==> src/rtl/rek_pkg.sv <==
`timescale 1ns / 1ps
// ----------------------------------------------------------------------------
// rek_pkg
// Types, register map and direction table shared by the knob decoder modules.
// ----------------------------------------------------------------------------
package rek_pkg;

    typedef logic [1:0] dir_t;

    localparam dir_t DIR_NONE = 2'd0;
    localparam dir_t DIR_UP   = 2'd1;
    localparam dir_t DIR_DOWN = 2'd2;

    // indexed by {previous A, previous B, current A, current B}
    localparam dir_t DIR_TABLE [16] = '{
        DIR_NONE, DIR_DOWN, DIR_UP,   DIR_NONE,
        DIR_UP,   DIR_NONE, DIR_NONE, DIR_DOWN,
        DIR_DOWN, DIR_NONE, DIR_NONE, DIR_UP,
        DIR_NONE, DIR_UP,   DIR_DOWN, DIR_NONE
    };

    localparam int  ADDR_W     = 5;
    localparam int  DATA_W     = 32;
    localparam int  IN_TDATA_W = 40;
    localparam int  OUT_DATA_W = 8;

    // register indexes, byte address is 4 * index
    localparam logic [2:0] REG_SLOW_STEP   = 3'd0;
    localparam logic [2:0] REG_FAST_STEP   = 3'd1;
    localparam logic [2:0] REG_MAX_VALUE   = 3'd2;
    localparam logic [2:0] REG_WRAP_MODE   = 3'd3;
    localparam logic [2:0] REG_FAST_WINDOW = 3'd4;

    localparam logic [7:0]  SLOW_STEP_RST   = 8'd1;
    localparam logic [7:0]  FAST_STEP_RST   = 8'd4;
    localparam logic [7:0]  MAX_VALUE_RST   = 8'd255;
    localparam logic        WRAP_MODE_RST   = 1'b0;
    localparam logic [31:0] FAST_WINDOW_RST = 32'd10;

    typedef struct packed {
        logic [7:0]  slow_step;
        logic [7:0]  fast_step;
        logic [7:0]  max_value;
        logic        wrap_mode;
        logic [31:0] fast_window;
    } rek_cfg_t;

    typedef struct packed {
        logic [1:0]  prev_pins;   // A in bit 1, B in bit 0
        dir_t        prev_dir;
        logic [31:0] last_time;
        logic [7:0]  value;
    } rek_state_t;

endpackage

==> src/rtl/rek_cfg.sv <==
`timescale 1ns / 1ps
// ----------------------------------------------------------------------------
// rek_cfg
// APB register bank: step sizes, upper limit, wrap mode and fast window.
// ----------------------------------------------------------------------------
module rek_cfg (
    input  logic                          aclk,
    input  logic                          aresetn,
    input  logic                          psel,
    input  logic                          penable,
    input  logic                          pwrite,
    input  logic [rek_pkg::ADDR_W-1:0]    paddr,
    input  logic [rek_pkg::DATA_W-1:0]    pwdata,
    output logic [rek_pkg::DATA_W-1:0]    prdata,
    output logic                          pready,
    output rek_pkg::rek_cfg_t             cfg
);

    rek_pkg::rek_cfg_t cfg_reg;
    logic              wr_en;
    logic [2:0]        reg_idx;

    assign pready  = 1'b1;
    assign wr_en   = psel & penable & pwrite & pready;
    assign reg_idx = paddr[4:2];
    assign cfg     = cfg_reg;

    always_ff @(posedge aclk) begin
        if (!aresetn) begin
            cfg_reg.slow_step   <= rek_pkg::SLOW_STEP_RST;
            cfg_reg.fast_step   <= rek_pkg::FAST_STEP_RST;
            cfg_reg.max_value   <= rek_pkg::MAX_VALUE_RST;
            cfg_reg.wrap_mode   <= rek_pkg::WRAP_MODE_RST;
            cfg_reg.fast_window <= rek_pkg::FAST_WINDOW_RST;
        end else if (wr_en) begin
            case (reg_idx)
                rek_pkg::REG_SLOW_STEP:   cfg_reg.slow_step   <= pwdata[7:0];
                rek_pkg::REG_FAST_STEP:   cfg_reg.fast_step   <= pwdata[7:0];
                rek_pkg::REG_MAX_VALUE:   cfg_reg.max_value   <= pwdata[7:0];
                rek_pkg::REG_WRAP_MODE:   cfg_reg.wrap_mode   <= pwdata[0];
                rek_pkg::REG_FAST_WINDOW: cfg_reg.fast_window <= pwdata;
                default: ;
            endcase
        end
    end

    always_comb begin
        case (reg_idx)
            rek_pkg::REG_SLOW_STEP:   prdata = {24'd0, cfg_reg.slow_step};
            rek_pkg::REG_FAST_STEP:   prdata = {24'd0, cfg_reg.fast_step};
            rek_pkg::REG_MAX_VALUE:   prdata = {24'd0, cfg_reg.max_value};
            rek_pkg::REG_WRAP_MODE:   prdata = {31'd0, cfg_reg.wrap_mode};
            rek_pkg::REG_FAST_WINDOW: prdata = cfg_reg.fast_window;
            default:                  prdata = '0;
        endcase
    end

endmodule

==> src/rtl/rek_step.sv <==
`timescale 1ns / 1ps
// ----------------------------------------------------------------------------
// rek_step
// Next-state logic for one encoder sample: direction, speed, step and limit.
// ----------------------------------------------------------------------------
module rek_step (
    input  rek_pkg::rek_cfg_t   cfg,
    input  rek_pkg::rek_state_t state,
    input  logic                kind,
    input  logic [1:0]          pins,
    input  logic [31:0]         tick_time,
    output rek_pkg::rek_state_t state_next,
    output logic                changed
);

    rek_pkg::dir_t      dir;
    logic [31:0]        delta;
    logic               fast;
    logic [7:0]         step;
    logic signed [9:0]  sum;
    logic               over;
    logic               under;
    logic [7:0]         value_new;

    assign dir   = rek_pkg::DIR_TABLE[{state.prev_pins, pins}];
    assign delta = tick_time - state.last_time;
    assign fast  = (dir == state.prev_dir) && (delta < cfg.fast_window);
    assign step  = fast ? cfg.fast_step : cfg.slow_step;
    assign sum   = (dir == rek_pkg::DIR_UP) ? $signed({2'b00, state.value} + {2'b00, step})
                                            : $signed({2'b00, state.value} - {2'b00, step});
    assign under = sum[9];
    assign over  = !sum[9] && (sum[8:0] > {1'b0, cfg.max_value});

    always_comb begin
        if (over) begin
            value_new = cfg.wrap_mode ? 8'd0 : cfg.max_value;
        end else if (under) begin
            value_new = cfg.wrap_mode ? cfg.max_value : 8'd0;
        end else begin
            value_new = sum[7:0];
        end
    end

    always_comb begin
        state_next = state;
        changed    = 1'b0;
        if (kind) begin
            state_next.prev_pins = pins;
        end else if (dir != rek_pkg::DIR_NONE) begin
            state_next.prev_pins = pins;
            state_next.prev_dir  = dir;
            state_next.last_time = tick_time;
            state_next.value     = value_new;
            changed              = 1'b1;
        end
    end

endmodule

==> src/rtl/rotary_encoder_accel_knob_unit.sv <==
`timescale 1ns / 1ps
// ----------------------------------------------------------------------------
// rotary_encoder_accel_knob_unit
// Quadrature knob decoder with speed-dependent step, clamp or wrap limits.
// ----------------------------------------------------------------------------
//  channel  dir  tdata                               tuser
//  s_       in   [0] pin_a [1] pin_b [33:2] tick     [0] kind
//  m_       out  [7:0] knob_value                    [0] changed
//  apb      in   5 registers at 0x00..0x10           -
//
//  one transaction per clock while m_ is not stalled: the sample is decoded in the
//  accept cycle and the result lands in the output register on the same edge
//  s_tready stays high while the output register is empty or being drained
//  a stall on m_ holds the result; s_ then waits until m_tready returns
//  synchronous active-low reset restores the register defaults and clears state
// ----------------------------------------------------------------------------
module rotary_encoder_accel_knob_unit (
    input  logic                                aclk,
    input  logic                                aresetn,
    input  logic                                s_tvalid,
    output logic                                s_tready,
    input  logic [rek_pkg::IN_TDATA_W-1:0]      s_tdata,   // pin_a, pin_b, tick_time, pad
    input  logic [0:0]                          s_tuser,   // kind
    output logic                                m_tvalid,
    input  logic                                m_tready,
    output logic [rek_pkg::OUT_DATA_W-1:0]      m_tdata,   // knob_value
    output logic [0:0]                          m_tuser,   // changed
    input  logic                                psel,
    input  logic                                penable,
    input  logic                                pwrite,
    input  logic [rek_pkg::ADDR_W-1:0]          paddr,
    input  logic [rek_pkg::DATA_W-1:0]          pwdata,
    output logic [rek_pkg::DATA_W-1:0]          prdata,
    output logic                                pready
);

    rek_pkg::rek_cfg_t   cfg;
    rek_pkg::rek_state_t state_reg;
    rek_pkg::rek_state_t state_next;
    logic                changed_next;
    logic                s_accept;
    logic                m_tvalid_reg;
    logic [7:0]          m_tdata_reg;
    logic                m_tuser_reg;

    rek_cfg u_cfg (
        .aclk    (aclk),
        .aresetn (aresetn),
        .psel    (psel),
        .penable (penable),
        .pwrite  (pwrite),
        .paddr   (paddr),
        .pwdata  (pwdata),
        .prdata  (prdata),
        .pready  (pready),
        .cfg     (cfg)
    );

    rek_step u_step (
        .cfg        (cfg),
        .state      (state_reg),
        .kind       (s_tuser[0]),
        .pins       ({s_tdata[0], s_tdata[1]}),
        .tick_time  (s_tdata[33:2]),
        .state_next (state_next),
        .changed    (changed_next)
    );

    assign s_tready = !m_tvalid_reg || m_tready;
    assign s_accept = s_tvalid && s_tready;

    always_ff @(posedge aclk) begin
        if (!aresetn) begin
            state_reg    <= '0;
            m_tvalid_reg <= 1'b0;
        end else begin
            if (s_accept) begin
                state_reg    <= state_next;
                m_tvalid_reg <= 1'b1;
            end else if (m_tready) begin
                m_tvalid_reg <= 1'b0;
            end
        end
    end

    always_ff @(posedge aclk) begin
        if (s_accept) begin
            m_tdata_reg <= state_next.value;
            m_tuser_reg <= changed_next;
        end
    end

    assign m_tvalid   = m_tvalid_reg;
    assign m_tdata    = m_tdata_reg;
    assign m_tuser[0] = m_tuser_reg;

    // capture transaction never reports a change nor moves the value
    a_capture_quiet: assert property (@(posedge aclk) disable iff (!aresetn)
        (s_accept && s_tuser[0]) |=> (m_tvalid && !m_tuser[0]
            && state_reg.value == $past(state_reg.value)))
        else $error("capture transaction altered the knob value");

    // result register shows the tracked value
    a_result_matches_state: assert property (@(posedge aclk) disable iff (!aresetn)
        s_accept |=> (m_tdata == state_reg.value))
        else $error("result value differs from tracked value");

    // input only blocks while a result is waiting
    a_ready_only_when_full: assert property (@(posedge aclk) disable iff (!aresetn)
        !s_tready |-> m_tvalid)
        else $error("input stalled with empty output register");

    // the time stamp moves only with a reported change
    a_time_on_change: assert property (@(posedge aclk) disable iff (!aresetn)
        (s_accept && !changed_next) |=> $stable(state_reg.last_time))
        else $error("tick stamp updated without a valid step");

endmodule

==> config.mk <==
export PLATFORM = sky130hd
export DESIGN_NAME = rotary_encoder_accel_knob_unit
export DESIGN_NICKNAME = d
export VERILOG_FILES = /design/src/rtl/rek_pkg.sv /design/src/rtl/rek_cfg.sv /design/src/rtl/rek_step.sv /design/src/rtl/rotary_encoder_accel_knob_unit.sv
export SDC_FILE = /design/constraint.sdc
export NUM_CORES = 1
export LEC_CHECK = 0
export BUFFER_PORTS_ARGS = -buffer_cell sky130_fd_sc_hd__buf_2
export CAP_MARGIN = 10
export CORE_ASPECT_RATIO = 1.25
export CORE_MARGIN = 2
export CORE_UTILIZATION = 40
export DETAILED_ROUTE_END_ITERATION = 8
export PLACE_DENSITY = 0.68
export SYNTH_ARGS = -nofsm -noshare
export SYNTH_HDL_FRONTEND = slang
export SYNTH_SLANG_ARGS = --single-unit
==> constraint.sdc <==
create_clock -name aclk -period 7.8 [get_ports aclk]
set_input_delay 1.17 -clock aclk [delete_from_list [all_inputs] [get_ports aclk]]
set_output_delay 1.17 -clock aclk [all_outputs]
set_load 0.005 [all_outputs]
Word level (Yosys, flattened, before mapping)
Memories as Yosys holds them, arrays and structs flattened.
Index checks and enable logic that the tools add are counted.
Storage, ports and cells
  memory bits (writable): 0
  bits of input ports: 85
  memories kept: 1
  register bits after elaboration: 111
  ROM bits: 32
  latch bits: 0
Cells by class
  magnitude comparators: 3
  eq/ne operators: 6
  multipliers: 0
  add/sub/neg operators: 3
  reductions and logical operators: 17
  shift-type cells: 0
  bitwise operators: 4
  mux-type cells: 15
  divide/modulo/power cells: 0
Memory list
  (no name shown): words 16, width 2, rd ports 1, clocked after memory_dff 0, wr ports 0, RTL line rek_step.sv:25  | assign dir = rek_pkg::DIR_TABLE[{state.prev_pins, pins}];
Operators with widths (number)
  $pmux 32 s5: 1
  $mux 8: 6
  $mux 44: 1
  $lt 32x32->1: 1
  $sub 32x32->32: 1
  $reduce_and 2->1: 6
  $mux 10: 1
  $add 8x8->9: 1
  $gt 9x8->1: 1
  $sub 8x8->9: 1
  $eq 3x2->1 const B: 2
  $mux 2: 3
  $reduce_bool 2->1: 3
  $ge 5x5->1 const B: 1
  $not 4->5: 1
  $eq 3x1->1 const B: 1
  $eq 3x3->1 const B: 1
  $logic_and 1x1->1: 3
  $logic_not 3->1: 1
  $mux 1: 3
  $reduce_and 3->1: 1
  $and 1x1->1: 2
  $eq 2x1->1 const B: 1
  $eq 2x2->1: 1
  3 further kinds: 4

Logic depth before layout (Yosys ltp)
  word-level depth: 14
  mapped depth: 39

Hierarchy
A second synthesis with hierarchy kept.
Unflattened totals
  cells, all modules: 1121
  area total of the unflattened synthesis: 8934.8 µm²
Modules (own cells, without submodules)
  rek_step: area an instance 4076.4 µm², times used 1, cells an instance 609, seq. area each 0.0 µm²
  rek_cfg: area an instance 2737.6 µm², times used 1, cells an instance 307, seq. area each 1141.1 µm²
  rotary_encoder_accel_knob_unit: area an instance 2120.8 µm², times used 1, cells an instance 205, seq. area each 1171.1 µm²

Worst setup path before layout
OpenSTA, ideal clock, no wires.
  kind: input -> register
  from: in s_tdata[2] in the netlist's numbering
  to: reg m_tdata_reg[1], in the netlist m_tdata[1] (data pin)
  library setup time: 0.270 ns
  path slack: -0.189 ns
  path buffers: 1
  arrival time: 7.719 ns
  required time: 7.530 ns
  cell stages on the path: 37
  cell sequence: inv_1 ha_1 inv_1 fa_1 a21o_1 nand4_1 a21oi_1 nor2b_1 o21ai_0 a221o_1 a211oi_1 xnor2_1 ha_1 a21o_1 a21oi_1 nor2b_1 o21ai_0 o211ai_1 a311oi_1 a21boi_4 buf_6 mux2_4 ha_1 a21o_1 a211oi_1 nor2_1 o41ai_1 xnor2_1 mux2_2 ha_1 a211oi_1 o221ai_1 o221ai_1 nor2b_1 o31a_4 a22oi_1 a21oi_1
RTL lines
  from (decl): RTL line rotary_encoder_accel_knob_unit.sv:22  | input logic [rek_pkg::IN_TDATA_W-1:0] s_tdata,
  to (signal assigned): RTL line rotary_encoder_accel_knob_unit.sv:88  | m_tdata_reg <= state_next.value;
  to (decl): RTL line rotary_encoder_accel_knob_unit.sv:43  | logic [7:0] m_tdata_reg;

==> results.json <==
{
  "antenna_found_initial": 0,
  "vias_per_cell": 5.19,
  "placementRows": 58,
  "hold_depth": 2,
  "path_clk_slew_ns": 0.07,
  "synth_edf_count": 9,
  "fin_crit_sh_pct": 101,
  "cts_sinks": 111,
  "die_y_um": 163,
  "hold_class": "flip-flop to flip-flop",
  "slew_headroom_pct": 35.8,
  "synth_area_per_cell_um2": 7.85,
  "status": "finished, violations left",
  "cts-root-buf": "clkbuf_16",
  "utilization_pct": 52.3,
  "crit_path_end_kind": "flip-flop",
  "timing.final.crit_period_ns": 7.88,
  "leakagePower_nw": 4.39,
  "cts_tree": "yes",
  "setup_violations": 9,
  "cts_hold_buf": 0,
  "reg2reg_slack_ns": 0.48,
  "clkLatencyLatePin_ns": 0.37,
  "ys_warn_count": 0,
  "layout_common_cells": "nand2_1, buf_2, buf_4",
  "yosysSeqAreaShare_pct": 28.4,
  "violations": "negative setup slack",
  "peakVddDrop_uv": 111,
  "min_to": "state_reg[15]$_SDFFE_PN0P_",
  "max_freq_mhz": 127,
  "crit_path_max_incr_delay_ns": 0.39,
  "drt-initial-drc-count": 348,
  "track_usage_pct": 20.7,
  "setup_ws_ns": -0.0773,
  "whs_ns": 0.466,
  "fp.coreArea_um2": 20000,
  "diodes": 0,
  "critical_path.top_delay_family": "compound AO/OA/AOI/OAI gates",
  "grt_max_degree": 103,
  "maxCapViolations": 0,
  "wirelength_um": 22400,
  "r2r_start": "state_reg[8]$_SDFFE_PN0P_",
  "drive_gt1_share_pct": 26.7,
  "dr.pass1.iters": 5,
  "start_util_pct": 40.6,
  "htreeDepth": 3,
  "wire_per_inst_um": 14.8,
  "ys_ff_latch": 111,
  "dp_hpwl_um": 16800,
  "hp-start": "state_reg[15]$_SDFFE_PN0P_",
  "rr_worst_depth": 36,
  "vias": 7854,
  "syn_area_um2": 8130,
  "io_buffers": 119,
  "crit_path_top_delay_cell": "o41ai_2",
  "drc": 0,
  "grt_pass1_wl_um": 36100,
  "ant_nets": 0,
  "synthArstFlopShare_pct": 0,
  "cts_buffers": 9,
  "power_density_nw_per_um2": 170,
  "reg2reg_to": "m_tdata[4]$_DFFE_PP_",
  "routabilityCongestion": 0.919,
  "rsz0062_at_grt": "true",
  "die-area_um2": 21500,
  "path_max_fanout": 8,
  "crit_buf_inv": 4,
  "required_ns": 7.90,
  "path_class": "input port to flip-flop",
  "final_common_cell": "nand2_1",
  "synth_ff_type": "dfxtp_1",
  "area_delta_synth_final_pct": 28.7,
  "die_width_um": 132,
  "syn-num-nets": 1211,
  "ioPinCount": 129,
  "nets": 1413,
  "gr-total-overflow": 0,
  "tightest_slew_ns": 0.964,
  "largest_reg_flops": 57,
  "clk_path_buf_depth": 2,
  "synthDistinctLibCells": 67,
  "final_hold_viol_count": 0,
  "fin_skew_ns": 0.0131,
  "critPathArrivalTime_ns": 7.97,
  "postSynthCellCount": 1036,
  "first_global_vias": 7624,
  "slew_violations": 0,
  "crit_path_start_kind": "input port"
}
## area by class of cell
type | instances | area (um2)
Inverter | 90 | 340
Fill cell | 1970 | 9560
Multi-Input combinational cell | 785 | 5610
Clock buffer | 9 | 225
Timing Repair Buffer | 241 | 1570
Sequential cell | 111 | 2310
Clock inverter | 7 | 80.1
Tap cell | 270 | 338
## per-layer routing
metal | wire length [um] | vias to the layer above | track usage [%]
li1 | - | 3976 | -
met1 | 9160 | 3634 | 22.6
met2 | 11300 | 175 | 38.2
met3 | 817 | 69 | 3.10
met4 | 1170 | 0 | 11.6
met5 | 0 | - | 0
## per-stage QoR
step	setup WS (ns)	instance area [um2]	cells	power, mW	setup TNS [ns]
after CTS	0.00295	10300	1511	1.76	0
after floorplan	0.0715	8210	1036	0.995	0
after global routing	-0.445	10500	1513	1.89	-6.08
after global placement	-0.615	9750	1482	1.22	-8.67
final	-0.0773	10500	1513	1.78	-0.477
after detailed placement	-0.728	9750	1482	1.23	-10.57
## report_power, final
part	leakage [nW]	internal (mW)	total (mW)	switching (mW)
clock network	0.143	0.253	0.489	0.236
logic	3.33	0.350	0.685	0.334
registers	0.916	0.596	0.609	0.0134
total	4.39	1.20	1.78	0.584
## what timing repair did
| item | in CTS | in global routing |
|---|---|---|
| cloned | 0 | 0 |
| pin swaps | 22 | 27 |
| setup endpoints to repair | 16 | 16 |
| setup buffers | 13 | 3 |
| gates resized for setup | 32 | 31 |
## cell usage after synthesis (10+ instances only)
cell,n,share of area [%]
a21boi_0,72,6.6
ha_1,87,13
inv_1,90,4.2
a21oi_1,80,4.9
a21o_1,18,1.7
clkbuf_1,40,1.8
nand2_1,180,8.3
nor2_1,51,2.4
nand3_1,17,1.0
dfxtp_1,102,25
nor2b_1,20,1.5
o21ai_0,46,2.8
xnor2_1,29,3.1
and3_1,26,2.0
o211ai_1,13,1.2
nand4_1,10,0.77
mux2i_1,28,3.4
## tightest hold or removal path, stage by stage, from the launching register on
cell and delay [ns]:
dfxtp_1 0.31, nand2_1 0.04, a21boi_0 0.06
## how the worst max path moves through the flow
stage / to / startpoint / cells past startpoint
after detailed placement: m_tdata[4]$_DFFE_PP_ / s_tdata[2] / 34
after global placement: m_tdata[4]$_DFFE_PP_ / s_tdata[2] / 34
after floorplan: m_tdata[1]$_DFFE_PP_ / s_tdata[2] / 37
after global routing: m_tdata[4]$_DFFE_PP_ / s_tdata[2] / 41
final: m_tdata[4]$_DFFE_PP_ / s_tdata[2] / 38
after CTS: m_tdata[4]$_DFFE_PP_ / s_tdata[2] / 38
## logic make-up (layout without fill, tap and decap cells)
family / count (synthesis) / after routing / share of synthesized area (%)
fa+ha+maj: 90 / 90 / 14.1
compound gates: 285 / 285 / 23.2
xor+xnor: 38 / 38 / 4.09
mux: 37 / 37 / 4.83
other cells: 1 / 1 / 0.0461
flops: 111 / 111 / 28.4
buf+inv: 140 / 347 / 6.78
simple gates: 334 / 334 / 18.5
No activity file was read; power rests on OpenSTA's default activity.
